### src/qsps_pkg.sv
// Shared types, constants and helper functions of the query string pair splitter.
package qsps_pkg;

    // Input beat: one raw byte of the query string
    typedef struct packed {
        logic [7:0] char_in;
        logic       end_of_string;
    } in_beat_t;

    // Output beat: one decoded byte or an empty pair marker
    typedef struct packed {
        logic [7:0] char_out;
        logic       has_byte;
        logic       in_value;
        logic       pair_end;
        logic       overflow;
    } out_beat_t;

    // Special characters
    localparam logic [7:0] CH_AMP   = 8'h26;
    localparam logic [7:0] CH_SEMI  = 8'h3B;
    localparam logic [7:0] CH_PLUS  = 8'h2B;
    localparam logic [7:0] CH_EQ    = 8'h3D;
    localparam logic [7:0] CH_SPACE = 8'h20;
    localparam logic [7:0] CH_PCT   = 8'h25;

    // Configuration register map
    localparam int         PADDR_W        = 3;
    localparam logic [2:0] ADDR_KEEP_BLANK = 3'd0;

    // Percent escape phase
    typedef enum logic [1:0] {
        PH_IDLE = 2'd0,
        PH_PCT  = 2'd1,
        PH_HEX  = 2'd2
    } esc_phase_t;

    // Controller states
    typedef enum logic [2:0] {
        ST_IDLE  = 3'd0,
        ST_PUT   = 3'd1,
        ST_CLOSE = 3'd2,
        ST_READ  = 3'd3,
        ST_LOAD  = 3'd4,
        ST_MARK  = 3'd5
    } ctrl_state_t;

    // Commands from controller to datapath
    typedef struct packed {
        logic       take;
        logic       put;
        logic [1:0] put_idx;
        logic       rd;
        logic       load;
        logic       mark;
        logic       clear;
    } dp_cmd_t;

    // Status from datapath to controller
    typedef struct packed {
        logic [1:0] put_cnt;
        logic       close;
        logic       emit;
        logic       fill_zero;
        logic       rd_last;
        logic       out_free;
    } dp_status_t;

    // True for an ASCII hex digit
    function automatic logic hex_ok(input logic [7:0] c);
        hex_ok = (c >= 8'h30 && c <= 8'h39) || (c >= 8'h61 && c <= 8'h66) ||
                 (c >= 8'h41 && c <= 8'h46);
    endfunction

    // Nibble value of an ASCII hex digit
    function automatic logic [3:0] hex_nib(input logic [7:0] c);
        logic [7:0] v;
        if (c >= 8'h30 && c <= 8'h39)
        begin
            v = c - 8'h30;
        end
        else if (c >= 8'h61 && c <= 8'h66)
        begin
            v = c - 8'h57;
        end
        else
        begin
            v = c - 8'h37;
        end
        hex_nib = v[3:0];
    endfunction

endpackage

### src/qsps_ctrl.sv
// Controller state machine: sequences byte intake, buffer writes and pair readout.
module qsps_ctrl (
    input  logic                 clk,
    input  logic                 rst_n,
    input  logic                 in_valid,
    output logic                 in_stall,
    input  qsps_pkg::dp_status_t status,
    output qsps_pkg::dp_cmd_t    cmd
);
    import qsps_pkg::*;

    ctrl_state_t state_reg, state_next;
    logic [1:0]  put_idx_reg, put_idx_next;
    logic        put_done;

    // State and put index registers
    always_ff @(posedge clk or negedge rst_n)
    begin
        if (!rst_n)
        begin
            state_reg   <= ST_IDLE;
            put_idx_reg <= 2'd0;
        end
        else
        begin
            state_reg   <= state_next;
            put_idx_reg <= put_idx_next;
        end
    end

    assign put_done = (status.put_cnt == 2'd0) || (put_idx_reg == status.put_cnt - 2'd1);

    // Next state and commands
    always_comb
    begin
        state_next   = state_reg;
        put_idx_next = put_idx_reg;
        cmd          = '0;
        cmd.put_idx  = put_idx_reg;
        in_stall     = (state_reg != ST_IDLE);
        case (state_reg)
            ST_IDLE:
            begin
                if (in_valid)
                begin
                    cmd.take     = 1'b1;
                    put_idx_next = 2'd0;
                    state_next   = ST_PUT;
                end
            end
            ST_PUT:
            begin
                cmd.put = (status.put_cnt != 2'd0);
                if (put_done)
                begin
                    state_next = status.close ? ST_CLOSE : ST_IDLE;
                end
                else
                begin
                    put_idx_next = put_idx_reg + 2'd1;
                end
            end
            ST_CLOSE:
            begin
                if (!status.emit)
                begin
                    cmd.clear  = 1'b1;
                    state_next = ST_IDLE;
                end
                else if (status.fill_zero)
                begin
                    state_next = ST_MARK;
                end
                else
                begin
                    state_next = ST_READ;
                end
            end
            ST_READ:
            begin
                cmd.rd     = 1'b1;
                state_next = ST_LOAD;
            end
            ST_LOAD:
            begin
                if (status.out_free)
                begin
                    cmd.load = 1'b1;
                    if (status.rd_last)
                    begin
                        cmd.clear  = 1'b1;
                        state_next = ST_IDLE;
                    end
                    else
                    begin
                        state_next = ST_READ;
                    end
                end
            end
            ST_MARK:
            begin
                if (status.out_free)
                begin
                    cmd.mark   = 1'b1;
                    cmd.clear  = 1'b1;
                    state_next = ST_IDLE;
                end
            end
            default:
            begin
                state_next = ST_IDLE;
            end
        endcase
    end

endmodule

### src/qsps_dp.sv
// Datapath: percent decoder, pair buffer memory, pair state and output register.
module qsps_dp #(
    parameter int PAIR_BYTES = 64
) (
    input  logic                 clk,
    input  logic                 rst_n,
    input  qsps_pkg::in_beat_t   in_beat,
    input  logic                 keep_blank,
    input  qsps_pkg::dp_cmd_t    cmd,
    output qsps_pkg::dp_status_t status,
    output logic                 out_valid,
    input  logic                 out_stall,
    output qsps_pkg::out_beat_t  out_beat
);
    import qsps_pkg::*;

    localparam int FILL_W = $clog2(PAIR_BYTES + 1);
    localparam int ADDR_W = $clog2(PAIR_BYTES);

    // Pair buffer: byte with its in_value tag
    logic [8:0] store_mem [PAIR_BYTES];
    logic [8:0] rd_data_reg;

    // Pending put list of the last accepted byte
    logic [7:0]  list_reg [4];
    logic [7:0]  list_next [4];
    logic [1:0]  cnt_reg, cnt_next;
    logic        tag_reg;
    logic        close_reg;

    // Pair state
    esc_phase_t  phase_reg, phase_next;
    logic [7:0]  digit_reg, digit_next;
    logic [FILL_W-1:0] fill_reg;
    logic [FILL_W-1:0] rd_ptr_reg;
    logic        rd_last_reg;
    logic        vstart_reg;
    logic        vseen_reg;
    logic        raw_seen_reg;
    logic        trunc_reg;
    logic        lost_reg;

    // Output register
    logic        out_valid_reg;
    out_beat_t   out_beat_reg;

    logic [7:0]  raw_c, dec_c, put_b;
    logic        is_sep, eq_first, do_flush;

    assign raw_c    = in_beat.char_in;
    assign dec_c    = (raw_c == CH_PLUS) ? CH_SPACE : raw_c;
    assign is_sep   = (raw_c == CH_AMP) || (raw_c == CH_SEMI);
    assign eq_first = (raw_c == CH_EQ) && !vstart_reg;
    assign do_flush = is_sep || eq_first || in_beat.end_of_string;
    assign put_b    = list_reg[cmd.put_idx];

    // Decode one raw byte into up to three buffer puts
    always_comb
    begin
        for (int i = 0; i < 4; i++)
        begin
            list_next[i] = 8'h00;
        end
        cnt_next   = 2'd0;
        phase_next = phase_reg;
        digit_next = digit_reg;
        if (!is_sep && !eq_first && !trunc_reg)
        begin
            case (phase_reg)
                PH_IDLE:
                begin
                    if (dec_c == CH_PCT)
                    begin
                        phase_next = PH_PCT;
                    end
                    else
                    begin
                        list_next[0] = dec_c;
                        cnt_next     = 2'd1;
                    end
                end
                PH_PCT:
                begin
                    if (hex_ok(dec_c))
                    begin
                        phase_next = PH_HEX;
                        digit_next = dec_c;
                    end
                    else
                    begin
                        list_next[0] = CH_PCT;
                        if (dec_c == CH_PCT)
                        begin
                            cnt_next = 2'd1;
                        end
                        else
                        begin
                            list_next[1] = dec_c;
                            cnt_next     = 2'd2;
                            phase_next   = PH_IDLE;
                        end
                    end
                end
                PH_HEX:
                begin
                    if (hex_ok(dec_c))
                    begin
                        list_next[0] = {hex_nib(digit_reg), hex_nib(dec_c)};
                        cnt_next     = 2'd1;
                        phase_next   = PH_IDLE;
                    end
                    else
                    begin
                        list_next[0] = CH_PCT;
                        list_next[1] = digit_reg;
                        if (dec_c == CH_PCT)
                        begin
                            cnt_next   = 2'd2;
                            phase_next = PH_PCT;
                        end
                        else
                        begin
                            list_next[2] = dec_c;
                            cnt_next     = 2'd3;
                            phase_next   = PH_IDLE;
                        end
                    end
                end
                default:
                begin
                    phase_next = PH_IDLE;
                end
            endcase
        end
        // Flush a pending escape literally at the end of a part
        if (do_flush)
        begin
            if (phase_next == PH_PCT)
            begin
                list_next[cnt_next] = CH_PCT;
                cnt_next            = cnt_next + 2'd1;
            end
            else if (phase_next == PH_HEX)
            begin
                list_next[cnt_next]         = CH_PCT;
                list_next[cnt_next + 2'd1]  = digit_next;
                cnt_next                    = cnt_next + 2'd2;
            end
            phase_next = PH_IDLE;
        end
    end

    // Capture the put list of an accepted beat
    always_ff @(posedge clk)
    begin
        if (cmd.take)
        begin
            for (int i = 0; i < 4; i++)
            begin
                list_reg[i] <= list_next[i];
            end
            tag_reg   <= vstart_reg;
            close_reg <= is_sep || in_beat.end_of_string;
            digit_reg <= digit_next;
        end
    end

    // Write buffer and read for readout
    always_ff @(posedge clk)
    begin
        if (cmd.put && !trunc_reg && put_b != 8'h00 && fill_reg < FILL_W'(PAIR_BYTES))
        begin
            store_mem[fill_reg[ADDR_W-1:0]] <= {tag_reg, put_b};
        end
        if (cmd.rd)
        begin
            rd_data_reg <= store_mem[rd_ptr_reg[ADDR_W-1:0]];
        end
    end

    // Pair control state
    always_ff @(posedge clk or negedge rst_n)
    begin
        if (!rst_n)
        begin
            cnt_reg      <= 2'd0;
            phase_reg    <= PH_IDLE;
            fill_reg     <= '0;
            rd_ptr_reg   <= '0;
            rd_last_reg  <= 1'b0;
            vstart_reg   <= 1'b0;
            vseen_reg    <= 1'b0;
            raw_seen_reg <= 1'b0;
            trunc_reg    <= 1'b0;
            lost_reg     <= 1'b0;
        end
        else if (cmd.clear)
        begin
            phase_reg    <= PH_IDLE;
            fill_reg     <= '0;
            rd_ptr_reg   <= '0;
            vstart_reg   <= 1'b0;
            vseen_reg    <= 1'b0;
            raw_seen_reg <= 1'b0;
            trunc_reg    <= 1'b0;
            lost_reg     <= 1'b0;
        end
        else
        begin
            if (cmd.take)
            begin
                cnt_reg   <= cnt_next;
                phase_reg <= phase_next;
                if (!is_sep)
                begin
                    raw_seen_reg <= 1'b1;
                    if (eq_first)
                    begin
                        vstart_reg <= 1'b1;
                        trunc_reg  <= 1'b0;
                    end
                    else if (vstart_reg)
                    begin
                        vseen_reg <= 1'b1;
                    end
                end
            end
            // Apply one put: zero ends the part, a full buffer drops the byte
            if (cmd.put && !trunc_reg)
            begin
                if (put_b == 8'h00)
                begin
                    trunc_reg <= 1'b1;
                end
                else if (fill_reg < FILL_W'(PAIR_BYTES))
                begin
                    fill_reg <= fill_reg + FILL_W'(1);
                end
                else
                begin
                    lost_reg <= 1'b1;
                end
            end
            if (cmd.rd)
            begin
                rd_last_reg <= (rd_ptr_reg == fill_reg - FILL_W'(1));
                rd_ptr_reg  <= rd_ptr_reg + FILL_W'(1);
            end
        end
    end

    // Output valid
    always_ff @(posedge clk or negedge rst_n)
    begin
        if (!rst_n)
        begin
            out_valid_reg <= 1'b0;
        end
        else if (cmd.load || cmd.mark)
        begin
            out_valid_reg <= 1'b1;
        end
        else if (!out_stall)
        begin
            out_valid_reg <= 1'b0;
        end
    end

    // Output payload
    always_ff @(posedge clk)
    begin
        if (cmd.load)
        begin
            out_beat_reg.char_out <= rd_data_reg[7:0];
            out_beat_reg.has_byte <= 1'b1;
            out_beat_reg.in_value <= rd_data_reg[8];
            out_beat_reg.pair_end <= rd_last_reg;
            out_beat_reg.overflow <= lost_reg;
        end
        else if (cmd.mark)
        begin
            out_beat_reg.char_out <= 8'h00;
            out_beat_reg.has_byte <= 1'b0;
            out_beat_reg.in_value <= 1'b0;
            out_beat_reg.pair_end <= 1'b1;
            out_beat_reg.overflow <= lost_reg;
        end
    end

    assign out_valid = out_valid_reg;
    assign out_beat  = out_beat_reg;

    // Status to controller
    assign status.put_cnt   = cnt_reg;
    assign status.close     = close_reg;
    assign status.emit      = raw_seen_reg && (keep_blank || vseen_reg);
    assign status.fill_zero = (fill_reg == '0);
    assign status.rd_last   = rd_last_reg;
    assign status.out_free  = !out_valid_reg || !out_stall;

endmodule

### src/query_string_pair_splitter.sv
// Sequence: idle takes a beat, then the put state writes each of its decoded bytes to the buffer.
// A closing beat then goes to the close state, then a memory read and output load per emitted byte,
// or a single empty pair marker; one beat is processed at a time.
// Reset: control state and keep_blank clear to zero; the pair buffer is not cleared.
module query_string_pair_splitter #(
    parameter int PAIR_BYTES = 64
) (
    input  logic                                  clk,
    input  logic                                  rst_n,
    input  logic                                  in_valid,
    output logic                                  in_stall,
    input  qsps_pkg::in_beat_t                    in_beat,
    output logic                                  out_valid,
    input  logic                                  out_stall,
    output qsps_pkg::out_beat_t                   out_beat,
    input  logic                                  psel,
    input  logic                                  penable,
    input  logic                                  pwrite,
    input  logic [qsps_pkg::PADDR_W-1:0]          paddr,
    input  logic [31:0]                           pwdata,
    output logic [31:0]                           prdata,
    output logic                                  pready
);
    import qsps_pkg::*;

    logic       keep_blank_reg;
    dp_cmd_t    cmd;
    dp_status_t status;

    // Configuration register write
    always_ff @(posedge clk or negedge rst_n)
    begin
        if (!rst_n)
        begin
            keep_blank_reg <= 1'b0;
        end
        else if (psel && penable && pwrite && paddr == ADDR_KEEP_BLANK)
        begin
            keep_blank_reg <= pwdata[0];
        end
    end

    // Register readback
    assign pready = 1'b1;
    assign prdata = (paddr == ADDR_KEEP_BLANK) ? {31'd0, keep_blank_reg} : 32'd0;

    qsps_ctrl u_ctrl (
        .clk      (clk),
        .rst_n    (rst_n),
        .in_valid (in_valid),
        .in_stall (in_stall),
        .status   (status),
        .cmd      (cmd)
    );

    qsps_dp #(
        .PAIR_BYTES (PAIR_BYTES)
    ) u_dp (
        .clk        (clk),
        .rst_n      (rst_n),
        .in_beat    (in_beat),
        .keep_blank (keep_blank_reg),
        .cmd        (cmd),
        .status     (status),
        .out_valid  (out_valid),
        .out_stall  (out_stall),
        .out_beat   (out_beat)
    );

endmodule

### config.mk
export PLATFORM = sky130hd
export DESIGN_NAME = query_string_pair_splitter
export DESIGN_NICKNAME = d
export VERILOG_FILES = /design/src/qsps_pkg.sv /design/src/qsps_ctrl.sv /design/src/qsps_dp.sv /design/src/query_string_pair_splitter.sv
export SDC_FILE = /design/constraint.sdc
export NUM_CORES = 1
export LEC_CHECK = 0
export BUFFER_PORTS_ARGS = -buffer_cell sky130_fd_sc_hd__buf_2
export CAP_MARGIN = 20
export CORE_MARGIN = 2
export CORE_UTILIZATION = 50
export CTS_CLUSTER_DIAMETER = 80
export DETAILED_ROUTE_END_ITERATION = 7
export PLACE_DENSITY = 0.67
export RECOVER_POWER = 100
export SLEW_MARGIN = 10
export SYNTH_ARGS = -nofsm -noshare
export SYNTH_HDL_FRONTEND = slang
export SYNTH_HIERARCHICAL = 1
export SYNTH_SLANG_ARGS = --single-unit
### constraint.sdc
create_clock -name clk -period 9.59 [get_ports clk]
set_clock_uncertainty 0.1 [all_clocks]
set_input_delay 1.918 -clock clk [delete_from_list [all_inputs] [get_ports clk]]
set_output_delay 1.918 -clock clk [all_outputs]
set_load 0.02 [all_outputs]
# == Word level (Yosys, flattened, before mapping) ==
# Memory sizes are Yosys's and may differ from the RTL's. A register that Yosys moved wholly into a read port is not among the register bits.
# Cells that the tools add are included.
# W data, S select, Z words.
# totals
ff_bits,53
out_inout_bits,47
in_bits,51
mem_bits_rw,608
n_memories,2
wordCells,248
# memory_table
name,depth,word_bits,rd,rd_ports_with_merged_regs,wr,line,rtl
u_dp.store_mem,64,9,1,1,1,qsps_dp.sv:21,logic [8:0] store_mem [PAIR_BYTES];
u_dp.list_reg,4,8,1,0,4,qsps_dp.sv:25,logic [7:0] list_reg [4];
# op_classes
n_mux,105
addsub,13
n_lt_le_gt_ge,15
n_bitwise,6
n_eq_ne,26
reduce_logical,59
# ops
operator,count
$mux W32,3
$mux W8,9
$mux W1,43
$mux W7,6
$eq A8 B6 Y1 const B,5
$mux W2,19
$bwmux W32,1
$demux W8 S2,2
$ge A8 B7 Y1 const B,3
$le A8 B7 Y1 const B,3
$mux W12,2
$mux W24,1
$pmux W8 S3,1
$and A20 B20 Y20,1
$not A20 Y20,1
$mux W3,6
$pmux W3 S6,1
$reduce_bool A2 Y1,9
$logic_and A1 B1 Y1,17
$ge A8 B6 Y1 const B,2
$le A8 B6 Y1 const B,2
$mux W16,1
$mux W4,4
$ne A2 B2 Y1 const B,8
37 further kinds,74

# == Depth between registers and ports, before layout ==
# depth
ltp_word,20
ltp_mapped,13
depth_no_buf,12

# == Hierarchy ==
# Netlist, hierarchy kept.
# by_module_without_submodules
module,cells_per_inst,seq_area_each_um2,n_inst,area_per_inst_um2
qsps_dp,1353,19804.0,1,27134.8
qsps_ctrl,53,125.1,1,426.7
query_string_pair_splitter,39,25.0,1,307.8

# == Least setup slack after synthesis ==
# Ideal clock, no wire load.
# synth_timing
kind,input-to-reg
startpoint,in in_valid
endpoint,reg u_dp.cnt_reg[1]
required_ps,9407
path_slack_ps,4655
path_buffers,0
cell_stages,5
setup_time_ps,83
t_arrival_ps,4753
cell_sequence,inv_1 -> nor2_1 -> nand2b_1 -> a311o_1 -> o21ai_0
# synth_rtl
element,line,rtl
"start, declared",query_string_pair_splitter.sv:10,"input logic in_valid,"
"end signal, assigned",qsps_dp.sv:212,cnt_reg <= cnt_next;
"end, declared",qsps_dp.sv:27,"logic [1:0] cnt_reg, cnt_next;"

# == Final worst setup path ==
# layout_timing
startpoint,reg u_ctrl.put_idx_reg[0]
endpoint,mem u_dp.store_mem[55][7] (enable)
# layout_between
elab_chain_cells,6
# layout_lines
element,line,rtl
"start, declared",qsps_ctrl.sv:13,"logic [1:0] put_idx_reg, put_idx_next;"
"start signal, assigned",qsps_ctrl.sv:27,put_idx_reg <= put_idx_next;
$mem_v2 Z4 W8,-,
named net u_dp.put_b[4],qsps_dp.sv:47,"logic [7:0] raw_c, dec_c, put_b;"
$reduce_bool A8 Y1,qsps_dp.sv:171,if (cmd.put && !trunc_reg && put_b != 8'h00 && fill_reg < FILL_W'(PAIR_BYTES))
$logic_and A1 B1 Y1 (2 in series),qsps_dp.sv:171,
$mux W1,qsps_dp.sv:171,
$mux W1 (not written as such),qsps_dp.sv:173,"store_mem[fill_reg[ADDR_W-1:0]] <= {tag_reg, put_b};"
"end, declared",qsps_dp.sv:21,
# The timed path passes the listed nets, and every way through them passes these cells.

==> run_results.csv <==
group,metric,value,unit
power_and_ir_drop,ir_drop,0.000221,V
setup_path,critPathMaxFanout,65,
logic_synthesis,synthDistinctLibCells,76,
global_routing,antenna_found_initial,4,
logic_synthesis,ys_ff_latch,670,
clock_tree,cts_resized,0,
timing,layout_setup_ws,2.72,ns
setup_path,crit_path_cell_trace,"mux4_2 -> clkbuf_1 -> or4_1 -> nor2_1 -> nor4b_2 -> and2_0 -> nand3_1 -> nor2_1",
timing,layout_min_cycle_time,6.87,ns
clock_tree,cts_sinks,670,
timing,fmax,0.145,GHz
route,highest_layer,"met5",
min_path,whs_endpoint,"u_dp/out_beat[3]",
setup_path,rrSetupSlack,2.72,ns
clock_tree,cts_tree,"yes",
clock_tree,cts_buffers,71,
floorplan,die-height,240,microns
floorplan,io_pins,98,
cells_and_area,largest_reg_flops,576,
setup_path,crit_arrival,6.97,ns
run_status,status,"finished, violations left",
logic_synthesis,yosys.area.top_type,"edfxtp_1",
place,place_congestion,0.896,
power_and_ir_drop,p_leak,9.68,nW
setup_path,slowest_stage,"clkbuf_1",
timing,final-setup-viol-count,0,
setup_path,rr_endpoint,"u_dp/store_mem[55][7]",
setup_path,critPathLaunchType,"flip-flop",
logic_synthesis,synth_area_leaders,"edfxtp_1, mux4_2, dfrtp_1, nor2_1, buf_4",
run_status,violations,"capacitance limit, slew limit",
cells_and_area,syn_to_final_growth,10.6,%
min_path,hp-class,"flip-flop to flip-flop",
global_routing,grt_pass1_vias,13600,
flow_run,cap_violations,11,
route,vias,13700,
logic_synthesis,synth_top_area_share,68.7,%
place,port_buffers,34,
setup_path,critPathBufInv,1,
clock_tree,clk_latency,0.59,ns
setup_path,setup.worst_path.end_class,"flip-flop",
route,drt_wl_total,58.3,mm
floorplan,core,0.0551,sq mm
clock_tree,cts_max_level,3,
logic_synthesis,yosysSeqAreaShare,71.6,%
timing,rsz0062_at_grt,"no",
timing,fin_crit_sh,71.7,%
route,met3_length,4.20,mm
global_routing,overflow,0,
setup_path,cp.required,9.69,ns
timing,tightest_slew,3.97,ns
global_routing,grt_use_total,20.8,%
logic_synthesis,synth_edf_count,638,
floorplan,start_util,50.6,%
clock_tree,hold_buffers,0,
logic_synthesis,syn_area_per_cell,19.3,sq um
route,via_per_inst,5.96,
min_path,worst_hold_path.num_cells,1,
timing,hold_violations,0,
route,drc,0,
logic_synthesis,netlist_instances,1445,
floorplan,die_w,240,microns
route,first_iter_violations,1405,
setup_path,critPathMaxStageDelay,2.27,ns
timing,slew_headroom,-165,%
cells_and_area,layout-drive-gt1-share,22.0,%
place,place_area,0.0287,sq mm
setup_path,r2r_start,"u_ctrl/put_idx_reg[0]",
timing,fin_setup_tns,0,ns
cells_and_area,fillers,4159,
cells_and_area,nNetsFinal,1562,
place,pre_cts_ws,4.09,ns
route,wl_per_cell,25.4,microns
setup_path,cpMostUsedCell,"nor2_1",
setup_path,reg2reg_depth,8,
floorplan,die-area,0.0576,sq mm
route,wl_met2,28.1,mm
setup_path,cp_top_family,"simple AND/OR/NAND/NOR gates",
floorplan,num_rows,86,
route,met1_length,24.7,mm
min_path,hp-start,"u_dp/out_beat[3]",
cells_and_area,stdcell_area,0.0308,sq mm
logic_synthesis,ys.flop_type,"edfxtp_1",
clock_tree,cts_root_buf,"clkbuf_16",
global_routing,grt_max_degree,114,
route,ant_nets,0,
power_and_ir_drop,power,8.50,mW
place,hpwl,34.7,mm
cells_and_area,utilization,55.9,%
logic_synthesis,ys_async_sr_fraction,4.63,%
clock_tree,cts_setup_buffers,0,
logic_synthesis,yosysWarnings,6,
clock_tree,cts.clk_slew.worst_paths,0.06,ns
route,drt_first_pass_iters,5,
power_and_ir_drop,powerDensity,276,mW/mm^2
clock_tree,cts_buffer_depth,3,
logic_synthesis,synth_area,0.0279,sq mm
global_routing,grt_pass1_wl,87.2,mm
timing,maxSlewViolCount,673,
setup_path,critPathKind,"flip-flop to flip-flop",
-- cell usage in the layout, fill, tap and decap left out, types with 6 or more instances in the layout --
cell       synthesis  routed
and3_1             9      10
clkinv_1           0      14
nand3_1           26      27
edfxtp_1         638     638
nor2_1           120     119
o21ai_0           17      18
o32ai_1            9       9
inv_1             30      30
nand2b_1           8       8
xnor2_1           14      14
a21oi_1           19      19
nor3_1             5       8
a2bb2oi_1          9       9
dfrtp_1           31      27
ha_1              21      21
mux4_2           197     197
a31oi_1            7       7
clkbuf_1          45      43
conb_1             2      32
nand2_1           40      40
and2_0             0      12
buf_2              6      16
clkbuf_16          0      73
o22ai_1            7       6
mux2i_1           11      11
xor2_1            14      14
a22oi_1            8       8
clkinv_2           0      13
-- worst max path at each step --
stage | start | endpoint | slack, ns | cells after the start
after CTS | u_ctrl/put_idx_reg[0] | u_dp/store_mem[55][0] | 4.45 | 8
after global routing | u_ctrl/put_idx_reg[0] | u_dp/store_mem[55][0] | 2.20 | 8
after detailed placement | in_beat[2] | u_dp/list_reg[2][0] | 4.09 | 13
after global placement | in_beat[2] | u_dp/list_reg[2][3] | 4.15 | 13
final | u_ctrl/put_idx_reg[0] | u_dp/store_mem[55][7] | 2.72 | 8
after floorplan | in_valid | u_dp/cnt_reg[1] | 4.65 | 5
-- cell families after synthesis --
kind of cell	Yosys count	synth area share, %
simple gates	265	4.82
mux	209	16.4
compound gates	109	2.90
fa+ha+maj	21	0.943
xor+xnor	29	0.938
other cells	2	0.0269
flops	670	71.6
buf+inv	140	2.41
-- area by class of cell --
class,instances,area [sq um],share of cell area (%)
sequential,670,20000,64.8
antenna,1,2.50,0.00812
inverter,31,116,0.378
tap,748,936,3.04
clock buffer,88,1890,6.14
multi-input combinational,665,7310,23.7
timing repair buffer,51,256,0.833
clock inverter,39,334,1.08
-- power by group --
group | internal (mW) | leakage [nW] | total [mW] | switching [mW]
Combinational | 0.701 | 2.40 | 1.88 | 1.18
Clock | 1.54 | 1.09 | 2.61 | 1.08
Sequential | 3.86 | 6.19 | 4.00 | 0.148
Total | 6.10 | 9.68 | 8.50 | 2.41
-- worst register-to-register path: stages (launching register included) --
cell and delay [ns]:
dfrtp_1 0.78, mux4_2 0.36, clkbuf_1 2.27, or4_1 0.32
nor2_1 0.09, nor4b_2 0.60, and2_0 0.33, nand3_1 0.59
nor2_1 1.06
-- cell usage after synthesis (3+ instances only) --
master	n
mux2i_1	11
clkbuf_1	45
nor3_4	3
and2_1	17
xnor2_1	14
dfrtp_1	31
nand4_1	3
o32ai_1	9
a32oi_1	5
buf_2	6
or2_2	3
or3b_2	3
o2111ai_1	3
o21ai_0	17
nand3_1	26
buf_1	22
or3_1	5
buf_4	35
a31oi_1	7
and3_1	9
inv_1	30
o22ai_1	7
nor3_1	5
a21oi_1	19
ha_1	21
a22oi_1	8
xor2_1	14
edfxtp_1	638
a2bb2oi_1	9
nand2_1	40
mux4_2	197
nand2b_1	8
nand3b_1	4
nor2_1	120
-- metal layers --
layer	track usage, %	vias to the layer above
met5	0	-
met4	6.40	2
met3	4.49	78
met2	32.3	503
met1	29.8	7191
li1	-	5895
-- through the flow --
stage	cells	hold WS, ns
2_1_floorplan	1475	0.350
3_3_place_gp	2163	0.347
3_5_place_dp	2163	0.376
4_1_cts	2290	0.389
5_1_grt	2292	0.403
6_report	2293	0.382
Power figures use the tool's default switching activity.
